[src/hdl/gtc_pkg.sv]
// Package for the gyro tremor classifier: shared types and constants.
// No dependencies.
`timescale 1ns / 1ps
package gtc_pkg;
    localparam int AXES = 3;
    localparam logic [1:0] REG_DEV  = 2'd0;
    localparam logic [1:0] REG_MIN  = 2'd1;
    localparam logic [1:0] REG_AMP  = 2'd2;

    typedef struct packed {
        logic load;      // capture input, update window and sums
        logic num_start; // add new square, drop oldest sample from sums
        logic div_start; // form numerator and divisor, start divider
        logic finish;    // capture result
    } t_cmd;

    typedef struct packed {
        logic div_done;
    } t_status;
endpackage

[src/hdl/gtc_ctrl.sv]
// Controller for the gyro tremor classifier.
// Depends on gtc_pkg.
`timescale 1ns / 1ps
module gtc_ctrl (
    input  logic               i_clk,
    input  logic               i_rst_n,
    input  logic               i_in_valid,
    output logic               o_in_ready,
    output logic               o_out_valid,
    input  logic               i_out_ready,
    input  gtc_pkg::t_status   i_status,
    output gtc_pkg::t_cmd      o_cmd
);
    import gtc_pkg::*;
    localparam logic [2:0] S_IDLE = 3'd0;
    localparam logic [2:0] S_NUM  = 3'd1;
    localparam logic [2:0] S_DIVS = 3'd2;
    localparam logic [2:0] S_DIV  = 3'd3;

    logic [2:0] r_state, n_state;
    logic       r_ovalid, n_ovalid;

    assign o_in_ready  = (r_state == S_IDLE);
    assign o_out_valid = r_ovalid;

    always_comb begin
        n_state  = r_state;
        n_ovalid = r_ovalid;
        o_cmd    = '0;
        if (r_ovalid && i_out_ready) n_ovalid = 1'b0;
        unique case (r_state)
            S_IDLE: begin
                if (i_in_valid) begin
                    o_cmd.load = 1'b1;
                    n_state = S_NUM;
                end
            end
            S_NUM: begin
                o_cmd.num_start = 1'b1;
                n_state = S_DIVS;
            end
            S_DIVS: begin
                o_cmd.div_start = 1'b1;
                n_state = S_DIV;
            end
            S_DIV: begin
                if (i_status.div_done && (!r_ovalid || i_out_ready)) begin
                    o_cmd.finish = 1'b1;
                    n_ovalid = 1'b1;
                    n_state = S_IDLE;
                end
            end
            default: n_state = S_IDLE;
        endcase
    end

    always_ff @(posedge i_clk) begin
        if (!i_rst_n) begin
            r_state  <= S_IDLE;
            r_ovalid <= 1'b0;
        end else begin
            r_state  <= n_state;
            r_ovalid <= n_ovalid;
        end
    end

    a_no_load_busy: assert property (@(posedge i_clk) disable iff (!i_rst_n)
        o_cmd.load |-> r_state == S_IDLE) else $error("load while busy");
    a_finish_div: assert property (@(posedge i_clk) disable iff (!i_rst_n)
        o_cmd.finish |-> i_status.div_done) else $error("finish before divide");
    a_seq: assert property (@(posedge i_clk) disable iff (!i_rst_n)
        o_cmd.load |=> o_cmd.num_start ##1 o_cmd.div_start)
        else $error("sequence broken");
endmodule

[config.mk]
export PLATFORM = sky130hd
export DESIGN_NAME = gtc_ctrl
export DESIGN_NICKNAME = d
export VERILOG_FILES = /design/src/hdl/gtc_pkg.sv /design/src/hdl/gtc_ctrl.sv
export SDC_FILE = /design/constraint.sdc
export NUM_CORES = 1
export LEC_CHECK = 0
export BUFFER_PORTS_ARGS = -buffer_cell sky130_fd_sc_hd__buf_2
export CORE_AREA = 2 2 39 41
export DETAILED_ROUTE_END_ITERATION = 12
export DIE_AREA = 0 0 41 43
export PLACE_DENSITY = 0.34
export SYNTH_ARGS = -nofsm -noshare
export SYNTH_HDL_FRONTEND = slang
export SYNTH_SLANG_ARGS = --single-unit
[constraint.sdc]
create_clock -name i_clk -period 2.37 [get_ports i_clk]
set_input_delay 0.3555 -clock i_clk [delete_from_list [all_inputs] [get_ports i_clk]]
set_output_delay 0.3555 -clock i_clk [all_outputs]
set_load 0.05 [all_outputs]
-- Yosys cells after proc, flatten, opt, wreduce, memory -nomap -nowiden
Index checks and enable logic that the tools add are counted.
- bits in registers: 4
- input port bits: 5
- output and inout port bits: 6
- logic and storage cells: 25
- equal/unequal tests: 5
- mux-type cells: 12
- reduce and logical (&&, ||, !) cells: 6
- operators by type and width (cell ; count):
    $pmux W3 S4 ; 1
    $mux W1 ; 9
    $eq A3 B2 Y1 const B ; 2
    $mux W3 ; 2
    $ne A2 B2 Y1 const B ; 2
    $eq A3 B1 Y1 const B ; 1
    $logic_not A3 Y1 ; 1
    $logic_and A1 B1 Y1 ; 2
    $reduce_and A2 Y1 ; 1
    $logic_not A1 Y1 ; 1
    $logic_or A1 B1 Y1 ; 1

-- Depth between registers and ports, before layout
Gate-level depths: netlist of the first run.
- depth after elaboration: 5
- mapped depth: 5

-- Worst setup path before layout of the first run
No wires, ideal clock.
- path kind: reg2out
- from: reg r_state[0]
- to: out o_cmd[0] in the netlist's numbering
- data arrival time: 1.403 ns
- required time: 2.014 ns
- setup slack: 0.611 ns
- stages on the path, launching flop included: 4
- buffers on the path: 0
- path through: dfxtp_1 -> ha_1 -> nand2_1 -> a21oi_1
- RTL lines (item ; RTL line ; RTL):
    start: declaration ; gtc_ctrl.sv:20 ; logic [2:0] r_state, n_state;
    start signal: assignment ; gtc_ctrl.sv:62 ; r_state <= n_state;
    end: declaration ; gtc_ctrl.sv:12 ; output gtc_pkg::t_cmd o_cmd

==> results.json, run 1 <==
{
  "r2r_setup_slack_ns": 0.94,
  "insertion_delay_ns": 0.23,
  "yosys_warnings": 0,
  "setup_viol": 0,
  "cts_resized": 0,
  "gr-total-overflow": 0,
  "muxShareOfSynthArea_pct": 4.40,
  "crit_family": "flip-flops",
  "drt_iter0_markers": 1,
  "dp_cells": 52,
  "synth_xor_area_share_pct": 0,
  "syn-cell-area_um2": 228,
  "grt_pass1_vias": 184,
  "ys_types": 14,
  "drcViolationCount": 0,
  "placed_area_um2": 298,
  "row_count": 14,
  "synthSimpleGateAreaFrac_pct": 20.9,
  "antenna_cells": 0,
  "yosys_register_bits": 3,
  "wirelength_um": 452,
  "layout_common_cells": "buf_2, nand2_1, ha_1",
  "cp.arrival_ns": 1.31,
  "dieWidth_um": 41,
  "multi_input_area_um2": 156,
  "cts_tree": "yes",
  "cts_hold_buf": 0,
  "finalCriticalPeriod_ns": 1.67,
  "htree_num_levels": 1,
  "slowest_stage": "dfxtp_1",
  "dp_hpwl_um": 401,
  "ff_latch_area_um2": 60.1,
  "layoutNonFillerInstCount": 56,
  "port_buffers": 10,
  "rsz0062_at_grt": "false",
  "worst_slew_pin_slew_ns": 0.303,
  "cpPeakStageDelay_ns": 0.38,
  "crit_chain": "ha_1 -> nand2_1 -> a21oi_1 -> buf_2",
  "worst_setup_path_start_kind": "flip-flop",
  "worstRegToRegCells": 5,
  "vdd_drop_max_mv": 0.304,
  "syn-mean-instance-area_um2": 8.76,
  "cts_buffers": 3,
  "die_h_um": 43,
  "synth_compound_area_share_pct": 15.9,
  "maxSlewHeadroom_pct": 79.8,
  "reg2reg_from": "r_state[0]$_SDFFE_PN0P_",
  "syn_inst": 26,
  "cp-end-kind": "primary output",
  "crit_type": "flip-flop to primary output",
  "hold_path.class": "input pin to flip-flop",
  "clk_pin_slew_ns": 0.04,
  "clock_skew_ns": 0.00323,
  "worst_hold_startpoint": "i_rst_n",
  "syn2layout_area_growth_pct": 42.3,
  "initial_utilization_pct": 16.5,
  "fmax_mhz": 599,
  "synthesis.nets": 36,
  "cts_buffer_depth": 2,
  "antenna_found_initial": 0,
  "layout_commonest_cell": "buf_2",
  "dr.pass1.iters": 2,
  "wl_per_cell_um": 8.07,
  "crit_path_start": "r_state[1]$_SDFFE_PN0P_",
  "min_to": "r_state[0]$_SDFFE_PN0P_",
  "p_leak_nw": 0.167,
  "crit_buf_inv": 1,
  "ant_nets": 0,
  "routed_via_density": 3.77,
  "min_period_over_period_pct": 70.4,
  "timing.rr.end": "r_state[1]$_SDFFE_PN0P_",
  "vias": 211,
  "coreArea_um2": 1380,
  "synth_top_family_by_area": "adder cells",
  "power.density_nw_per_um2": 1430,
  "final_nets": 51,
  "floorplan.die_area_um2": 1760,
  "slew_violations": 0,
  "fillers": 159,
  "grt_max_degree": 6,
  "pin_count": 11,
  "tns_ns": 0,
  "grtUsageTotal_pct": 5.91,
  "postCtsSetupRepairBufs": 0,
  "cts-root-buf": "clkbuf_4",
  "status": "finished, final reports clean",
  "yosysSeqAreaShare_pct": 26.4,
  "hold_violations": 0,
  "whs_path_depth": 2,
  "timing.critical_path.fanout_max": 4,
  "crit_required_ns": 2.01,
  "max_cap_viol_count": 0,
  "synth-adder-area-share_pct": 27.5,
  "grt_pass1_wl_um": 717,
  "drive_gt1_share_pct": 35.0,
  "gp_congestion": 0.726,
  "fin_area_um2": 324,
  "numClockSinks": 3
}
==> cell families after synthesis <==
logic type | count (synthesis)
buffers and inverters | 3
multiplexers | 1
AO/OA/AOI/OAI | 4
flip-flops | 3
adder cells (fa/ha/maj) | 5
AND/OR/NAND/NOR | 10
==> final cells by class <==
cell class	count	area share, %
clock buffer	4	8.11
inverter	3	3.47
multi-input combinational	20	48.3
sequential	3	18.5
tap	16	6.18
timing repair buffer	10	15.4
==> power breakdown <==
part,switching (mW),internal [mW]
Sequential,0.0177,0.0677
Combinational,0.206,0.0839
Clock,0.0256,0.0631
==> worst max path at each step <==
stage / end / slack (ns) / cells past startpoint
final: o_cmd[0] / 0.70 / 4
after global routing: o_cmd[0] / 0.56 / 4
after CTS: o_cmd[0] / 0.68 / 4
after detailed placement: o_cmd[0] / 0.93 / 4
after global placement: r_state[1]$_SDFFE_PN0P_ / 0.95 / 5
after floorplan: o_cmd[0] / 0.61 / 3
==> sequential cells by signal (all words and copies together) (netlist names) <==
name / cells
o_out_valid: 1
r_state: 2
==> through the flow <==
stage	worst slack (ns)	hold WS, ns	power [mW]	utilization [%]
2_1_floorplan	0.611	0.468	0.332	-
3_3_place_gp	0.945	0.494	0.378	21.5
3_5_place_dp	0.929	0.499	0.381	21.5
4_1_cts	0.684	0.392	0.474	23.4
5_1_grt	0.555	0.404	0.505	23.4
6_report	0.702	0.395	0.464	23.4
==> cells in the mapped netlist, drive strengths merged <==
cell     count  area share, %
and2b        1            3.3
dfxtp        3             26
nor3         1            2.2
ha           5             27
nand2        5            8.2
inv          3            4.9
mux2i        1            4.4
nor2b        1            2.7
a21boi       1            3.3
a21oi        1            2.2
a311oi       1            6.6
nor2         1            1.6
and2         1            2.7
o2bb2ai      1            3.8
==> layer usage <==
metal | share of wire, % | global-route usage [%] | vias up | wire [um]
li1 | - | - | 112 | -
met1 | 43 | 7.64 | 91 | 193
met5 | 0 | 0 | - | 0
met3 | 12 | 3.14 | 0 | 55
met4 | 0 | 2.00 | 0 | 0
met2 | 45 | 8.13 | 8 | 203
No activity file was read; power rests on OpenSTA's default activity.
==> inputs of run 2 (changes only) <==
PLACE_DENSITY = 0.35   (was 0.34)
clock period = 1.5 ns   (was 2.37 ns; I/O delays follow)
==> run 2 against run 1 <==
  * Hold slack lost 0.12 ns
  * Sequential power grew 64%
  * Clock skew shrank 0.00064 ns
  * Final cell count is the same
  * Clock power grew 57%
  * Critical path depth is the same
  * Critical path type unchanged
  * Critical endpoint is now o_cmd[3]
  * Largest cell class unchanged
==> results.json, run 2 (same netlist as run 1, synthesis figures left out) <==
{
  "status": "finished, final reports clean",
  "die_h_um": 43,
  "antenna_found_initial": 0,
  "vdd_drop_max_mv": 0.478,
  "initial_utilization_pct": 16.5,
  "place_ws_ns": 0.109,
  "syn2layout_area_growth_pct": 51.1,
  "cp-end-kind": "primary output",
  "p_leak_nw": 0.164,
  "final_nets": 51,
  "cts-root-buf": "clkbuf_4",
  "worst_slew_pin_slew_ns": 0.267,
  "finalCriticalPeriod_ns": 1.41,
  "timing.critical_path.fanout_max": 4,
  "min_period_over_period_pct": 94.0,
  "worst_setup_path_start_kind": "flip-flop",
  "dr.pass1.iters": 2,
  "htree_num_levels": 1,
  "crit_type": "flip-flop to primary output",
  "power.density_nw_per_um2": 2170,
  "dieWidth_um": 41,
  "numClockSinks": 3,
  "grtUsageTotal_pct": 5.91,
  "floorplan.die_area_um2": 1760,
  "gr-total-overflow": 0,
  "cts_hold_buf": 0,
  "maxSlewHeadroom_pct": 82.2,
  "setup_viol": 0,
  "cts_buffer_depth": 2,
  "wirelength_um": 447,
  "crit_required_ns": 1.27,
  "regMostFlops": "r_state",
  "hold_violations": 0,
  "drive_gt1_share_pct": 47.5,
  "routed_via_density": 3.63,
  "layout_common_cells": "buf_2, nand2_1, clkbuf_4",
  "insertion_delay_ns": 0.23,
  "wl_met2_um": 195,
  "slew_violations": 0,
  "clock_skew_ns": 0.00259,
  "ant_nets": 0,
  "port_buffers": 10,
  "rsz0062_at_grt": "false",
  "wl_per_cell_um": 7.98,
  "final_util_pct": 24.9,
  "drt_iter0_markers": 3,
  "coreArea_um2": 1380,
  "top_layer": "met3",
  "fmax_mhz": 709,
  "hold_path.class": "input pin to flip-flop",
  "met1Wirelength_um": 209,
  "grt_pass1_wl_um": 690,
  "fillers": 163,
  "setup_slack_ns": 0.0903,
  "cts_tree": "yes",
  "cp.arrival_ns": 1.18,
  "tns_ns": 0,
  "largest_register_ffs": 2,
  "max_cap_viol_count": 0,
  "grt_pass1_vias": 206,
  "drcViolationCount": 0,
  "cts_buffers": 3,
  "gp_congestion": 0.769,
  "pin_count": 11,
  "row_count": 14,
  "clk_pin_slew_ns": 0.03,
  "hold_slack_ns": 0.272,
  "vias": 203,
  "layout_commonest_cell": "buf_2",
  "wl_met3_um": 42,
  "antenna_cells": 0,
  "grt_max_degree": 6
}
run 2: cell types whose count changed in the layout (fill, tap and decap cells not counted):
cell and delta:
a21oi_1 -1, clkbuf_4 +1, buf_2 -2, buf_6 +1, dfxtp_1 -2, a21oi_2 +1, ha_1 -2, dfxtp_2 +2
ha_2 +2
run 2: where the power goes:
group / switching [mW] / internal [mW]
logic: 0.323 / 0.143
clock network: 0.0397 / 0.0996
registers: 0.0277 / 0.113
run 2: worst max-delay path, cell delays in order (launching register included):
cell	delay (ns)
dfxtp_2	0.34
inv_1	0.07
ha_1	0.20
and2_1	0.13
clkbuf_4	0.20
run 2: final timing paths:
| kind | start | endpoint | slack [ns] | cells past startpoint |
|---|---|---|---|---|
| worst min register to register | r_state[1]$_SDFFE_PN0P_ | r_state[1]$_SDFFE_PN0P_ | 0.48 | 2 |
| worst max-delay path | r_state[0]$_SDFFE_PN0P_ | o_cmd[3] | 0.09 | 4 |
| worst min-delay path | i_rst_n | r_state[0]$_SDFFE_PN0P_ | 0.27 | 2 |
| worst max register to register | r_state[0]$_SDFFE_PN0P_ | r_state[1]$_SDFFE_PN0P_ | 0.17 | 5 |
run 2: final cells by class:
| class | instances | area, um^2 | area share (%) |
|---|---|---|---|
| clock buffers | 4 | 26.3 | 7.64 |
| inverters | 3 | 11.3 | 3.27 |
| multi-input cells | 20 | 165 | 48.0 |
| flip-flops and latches | 3 | 62.6 | 18.2 |
| well taps | 16 | 20.0 | 5.82 |
| repair buffers | 10 | 58.8 | 17.1 |
run 2: per-layer routing:
metal  track usage, %  vias to the layer above
li1                 -                      112
met1             7.03                       84
met2             7.81                        7
met3             1.57                        0
met4             6.00                        0
met5                0                        -
run 2: through the flow:
stage,power (mW),std cells,area (um^2)
finish,0.746,56,344
global route,0.803,56,344
CTS,0.751,56,333
detailed placement,0.601,52,304
global placement,0.608,52,304
floorplan,0.534,26,234
run 2: repair_timing:
action                                 in CTS  in global routing
pin swaps                                   0                  0
setup endpoints to repair                   1                  2
endpoints found under the hold margin       0                  0
buffers inserted                            0                  0
gates resized for setup                     1                  5
==> inputs of run 3 (changes only) <==
ABC_AREA = 1   (was not set)
==> run 3 against run 2 <==
  * Routed wire length shrank 1.1%
  * Count of clock-buffer cells in the layout is the same
  * Synthesized area is the same
  * Flip-flop and latch count is the same
  * Critical path type unchanged
  * Largest cell class unchanged
  * Highest routed layer unchanged
==> results.json, run 3 <==
{
  "fmax_mhz": 708,
  "syn-cell-area_um2": 228,
  "max_cap_viol_count": 0,
  "crit_chain": "ha_1 -> inv_1 -> nor2_2 -> buf_2",
  "htree_num_levels": 1,
  "synth_largest_type_area_fraction_pct": 27.5,
  "postCtsSetupRepairBufs": 0,
  "yosys_warnings": 0,
  "dr.pass1.iters": 3,
  "floorplan.die_area_um2": 1760,
  "worst_hold_startpoint": "i_rst_n",
  "final_nets": 56,
  "synthArstFlopShare_pct": 0,
  "slowest_stage": "dfxtp_2",
  "ys_types": 10,
  "synth_compound_area_share_pct": 9.89,
  "layout_common_cells": "buf_2, inv_1, nand2_1, ha_1",
  "coreArea_um2": 1380,
  "yosysSeqAreaShare_pct": 26.4,
  "port_buffers": 10,
  "finalCriticalPeriod_ns": 1.41,
  "power.density_nw_per_um2": 2200,
  "gr-total-overflow": 0,
  "reg2reg_from": "r_state[0]$_SDFFE_PN0P_",
  "yosys-top-cells-area": "ha_1, dfxtp_1, inv_1",
  "crit_path_start": "r_state[0]$_SDFFE_PN0P_",
  "setup_viol": 0,
  "grt_pass1_wl_um": 779,
  "yosysMostFrequentCell": "inv_1",
  "hold_violations": 0,
  "regMostFlops": "r_state",
  "synth_xor_area_share_pct": 0,
  "whs_path_depth": 3,
  "worstRegToRegCells": 5,
  "drcViolationCount": 0,
  "synth-adder-area-share_pct": 27.5,
  "cts_tree": "yes",
  "die_h_um": 43,
  "pin_count": 11,
  "vdd_drop_max_mv": 0.528,
  "crit_required_ns": 1.27,
  "syn_inst": 31,
  "min_to": "o_out_valid$_SDFF_PN0_",
  "yosys_register_bits": 3,
  "timing.critical_path.fanout_max": 4,
  "antenna_cells": 0,
  "syn-mean-instance-area_um2": 7.35,
  "syn2layout_area_growth_pct": 45.6,
  "hold_path.class": "input pin to flip-flop",
  "insertion_delay_ns": 0.23,
  "final_util_pct": 24.0,
  "status": "finished, final reports clean",
  "numClockSinks": 3,
  "grt_max_degree": 5,
  "wl_per_cell_um": 7.25,
  "finalPower_mw": 0.728,
  "antenna_found_initial": 0,
  "crit_type": "flip-flop to primary output",
  "yosys.area.top_type": "ha_1",
  "synthesis.nets": 41,
  "placed_area_um2": 300,
  "rsz0062_at_grt": "false",
  "muxShareOfSynthArea_pct": 0,
  "synth_ff_type": "dfxtp_1",
  "drive_gt1_share_pct": 44.4,
  "cp-end-kind": "primary output",
  "synth_top_family_by_area": "adder cells",
  "clk_pin_slew_ns": 0.04,
  "synth_common_cells": "inv_1, ha_1, nand2_1",
  "tns_ns": 0,
  "cp.arrival_ns": 1.19,
  "worst_setup_path_start_kind": "flip-flop",
  "dieWidth_um": 41,
  "ant_nets": 0,
  "layout_commonest_cell": "buf_2",
  "vias": 221,
  "cpPeakStageDelay_ns": 0.35,
  "worst_slew_pin_slew_ns": 0.250,
  "wirelength_um": 442,
  "synthSimpleGateAreaFrac_pct": 23.1,
  "slew_violations": 0,
  "gp_congestion": 0.601,
  "dp_hpwl_um": 390,
  "synth_edf_count": 0,
  "routed_via_density": 3.62,
  "grtUsageTotal_pct": 6.91,
  "cts-root-buf": "clkbuf_4",
  "timing.rr.end": "r_state[1]$_SDFFE_PN0P_",
  "largest_register_ffs": 2,
  "cts_buffer_depth": 2,
  "r2r_setup_slack_ns": 0.42,
  "min_period_over_period_pct": 94.2,
  "row_count": 14,
  "initial_utilization_pct": 16.5,
  "drt_iter0_markers": 1,
  "fin_area_um2": 332,
  "p_leak_nw": 0.189,
  "clock_skew_ns": 0.000959,
  "maxSlewHeadroom_pct": 83.5,
  "grt_pass1_vias": 224,
  "cts_buffers": 3
}
==> run 3: cell types whose count changed after synthesis, sizes merged <==
cell and delta:
a311oi -1, nor2b -1, o211ai +1, mux2i -1
o2bb2ai -1, and2b -1, a21oi +1, inv +5
a21boi -1, nand2 +4, o21ai +1, nor3 -1
and2 -1, nand3 +1
==> run 3: cells by family (layout without fill, tap and decap cells) <==
family / Yosys count / in the layout
DFF: 3 / 3
adders and majority gates: 5 / 5
AOI/OAI and AO/OA: 4 / 4
buffers and inverters: 8 / 22
and+or+nand+nor: 11 / 11
==> run 3: what timing repair did <==
| action | CTS | global route |
|---|---|---|
| setup endpoints to repair | 0 | 2 |
| endpoints found under the hold margin | 0 | 0 |
| hold buffers | 0 | 0 |
| gates resized for setup | 0 | 3 |
==> run 3: how the worst max path moves through the flow <==
| stage | end | slack (ns) | depth (start not counted) |
|---|---|---|---|
| detailed placement | o_cmd[0] | 0.27 | 4 |
| floorplan | r_state[0]$_SDFFE_PN0P_ | 0.14 | 6 |
| global route | o_cmd[3] | 0.01 | 5 |
| finish | o_cmd[0] | 0.09 | 4 |
| CTS | o_cmd[0] | 0.02 | 4 |
| global placement | o_cmd[0] | 0.28 | 4 |
==> run 3: layer usage <==
| metal | up-vias | global-route usage, % | wire (um) | part of all wire (%) |
|---|---|---|---|---|
| met5 | - | 0 | 0 | 0 |
| met4 | 0 | 6.00 | 0 | 0 |
| met3 | 0 | 3.14 | 34 | 7.7 |
| met2 | 9 | 10.0 | 224 | 51 |
| met1 | 92 | 7.03 | 183 | 41 |
| li1 | 120 | - | - | - |
==> run 3: critical path, delay by kind of cell, from the launching register on <==
family	cells	cell delay [ns]
buffers and inverters	2	0.33
adders and majority gates	1	0.18
DFF	1	0.35
and+or+nand+nor	1	0.09
==> run 3: stage by stage <==
step           cells  hold WS, ns  setup slack (ns)
2_1_floorplan     31        0.323             0.137
3_3_place_gp      57        0.424             0.281
3_5_place_dp      57        0.435             0.268
4_1_cts           61        0.193            0.0222
5_1_grt           61        0.243            0.0101
6_report          61        0.199            0.0869
==> run 3: where the power goes <==
part / internal (mW) / switching (mW) / leakage [nW]
clock network: 0.0996 / 0.0405 / 0.0150
registers: 0.112 / 0.0259 / 0.0253
logic: 0.123 / 0.328 / 0.149
total: 0.334 / 0.394 / 0.189
==> run 3: final cells by class <==
type | instances | area [um^2]
multi-input combinational | 20 | 140
sequential | 3 | 62.6
inverter | 8 | 30.0
clock buffer | 4 | 26.3
fill | 162 | 1050
timing repair buffer | 10 | 52.6
tap | 16 | 20.0
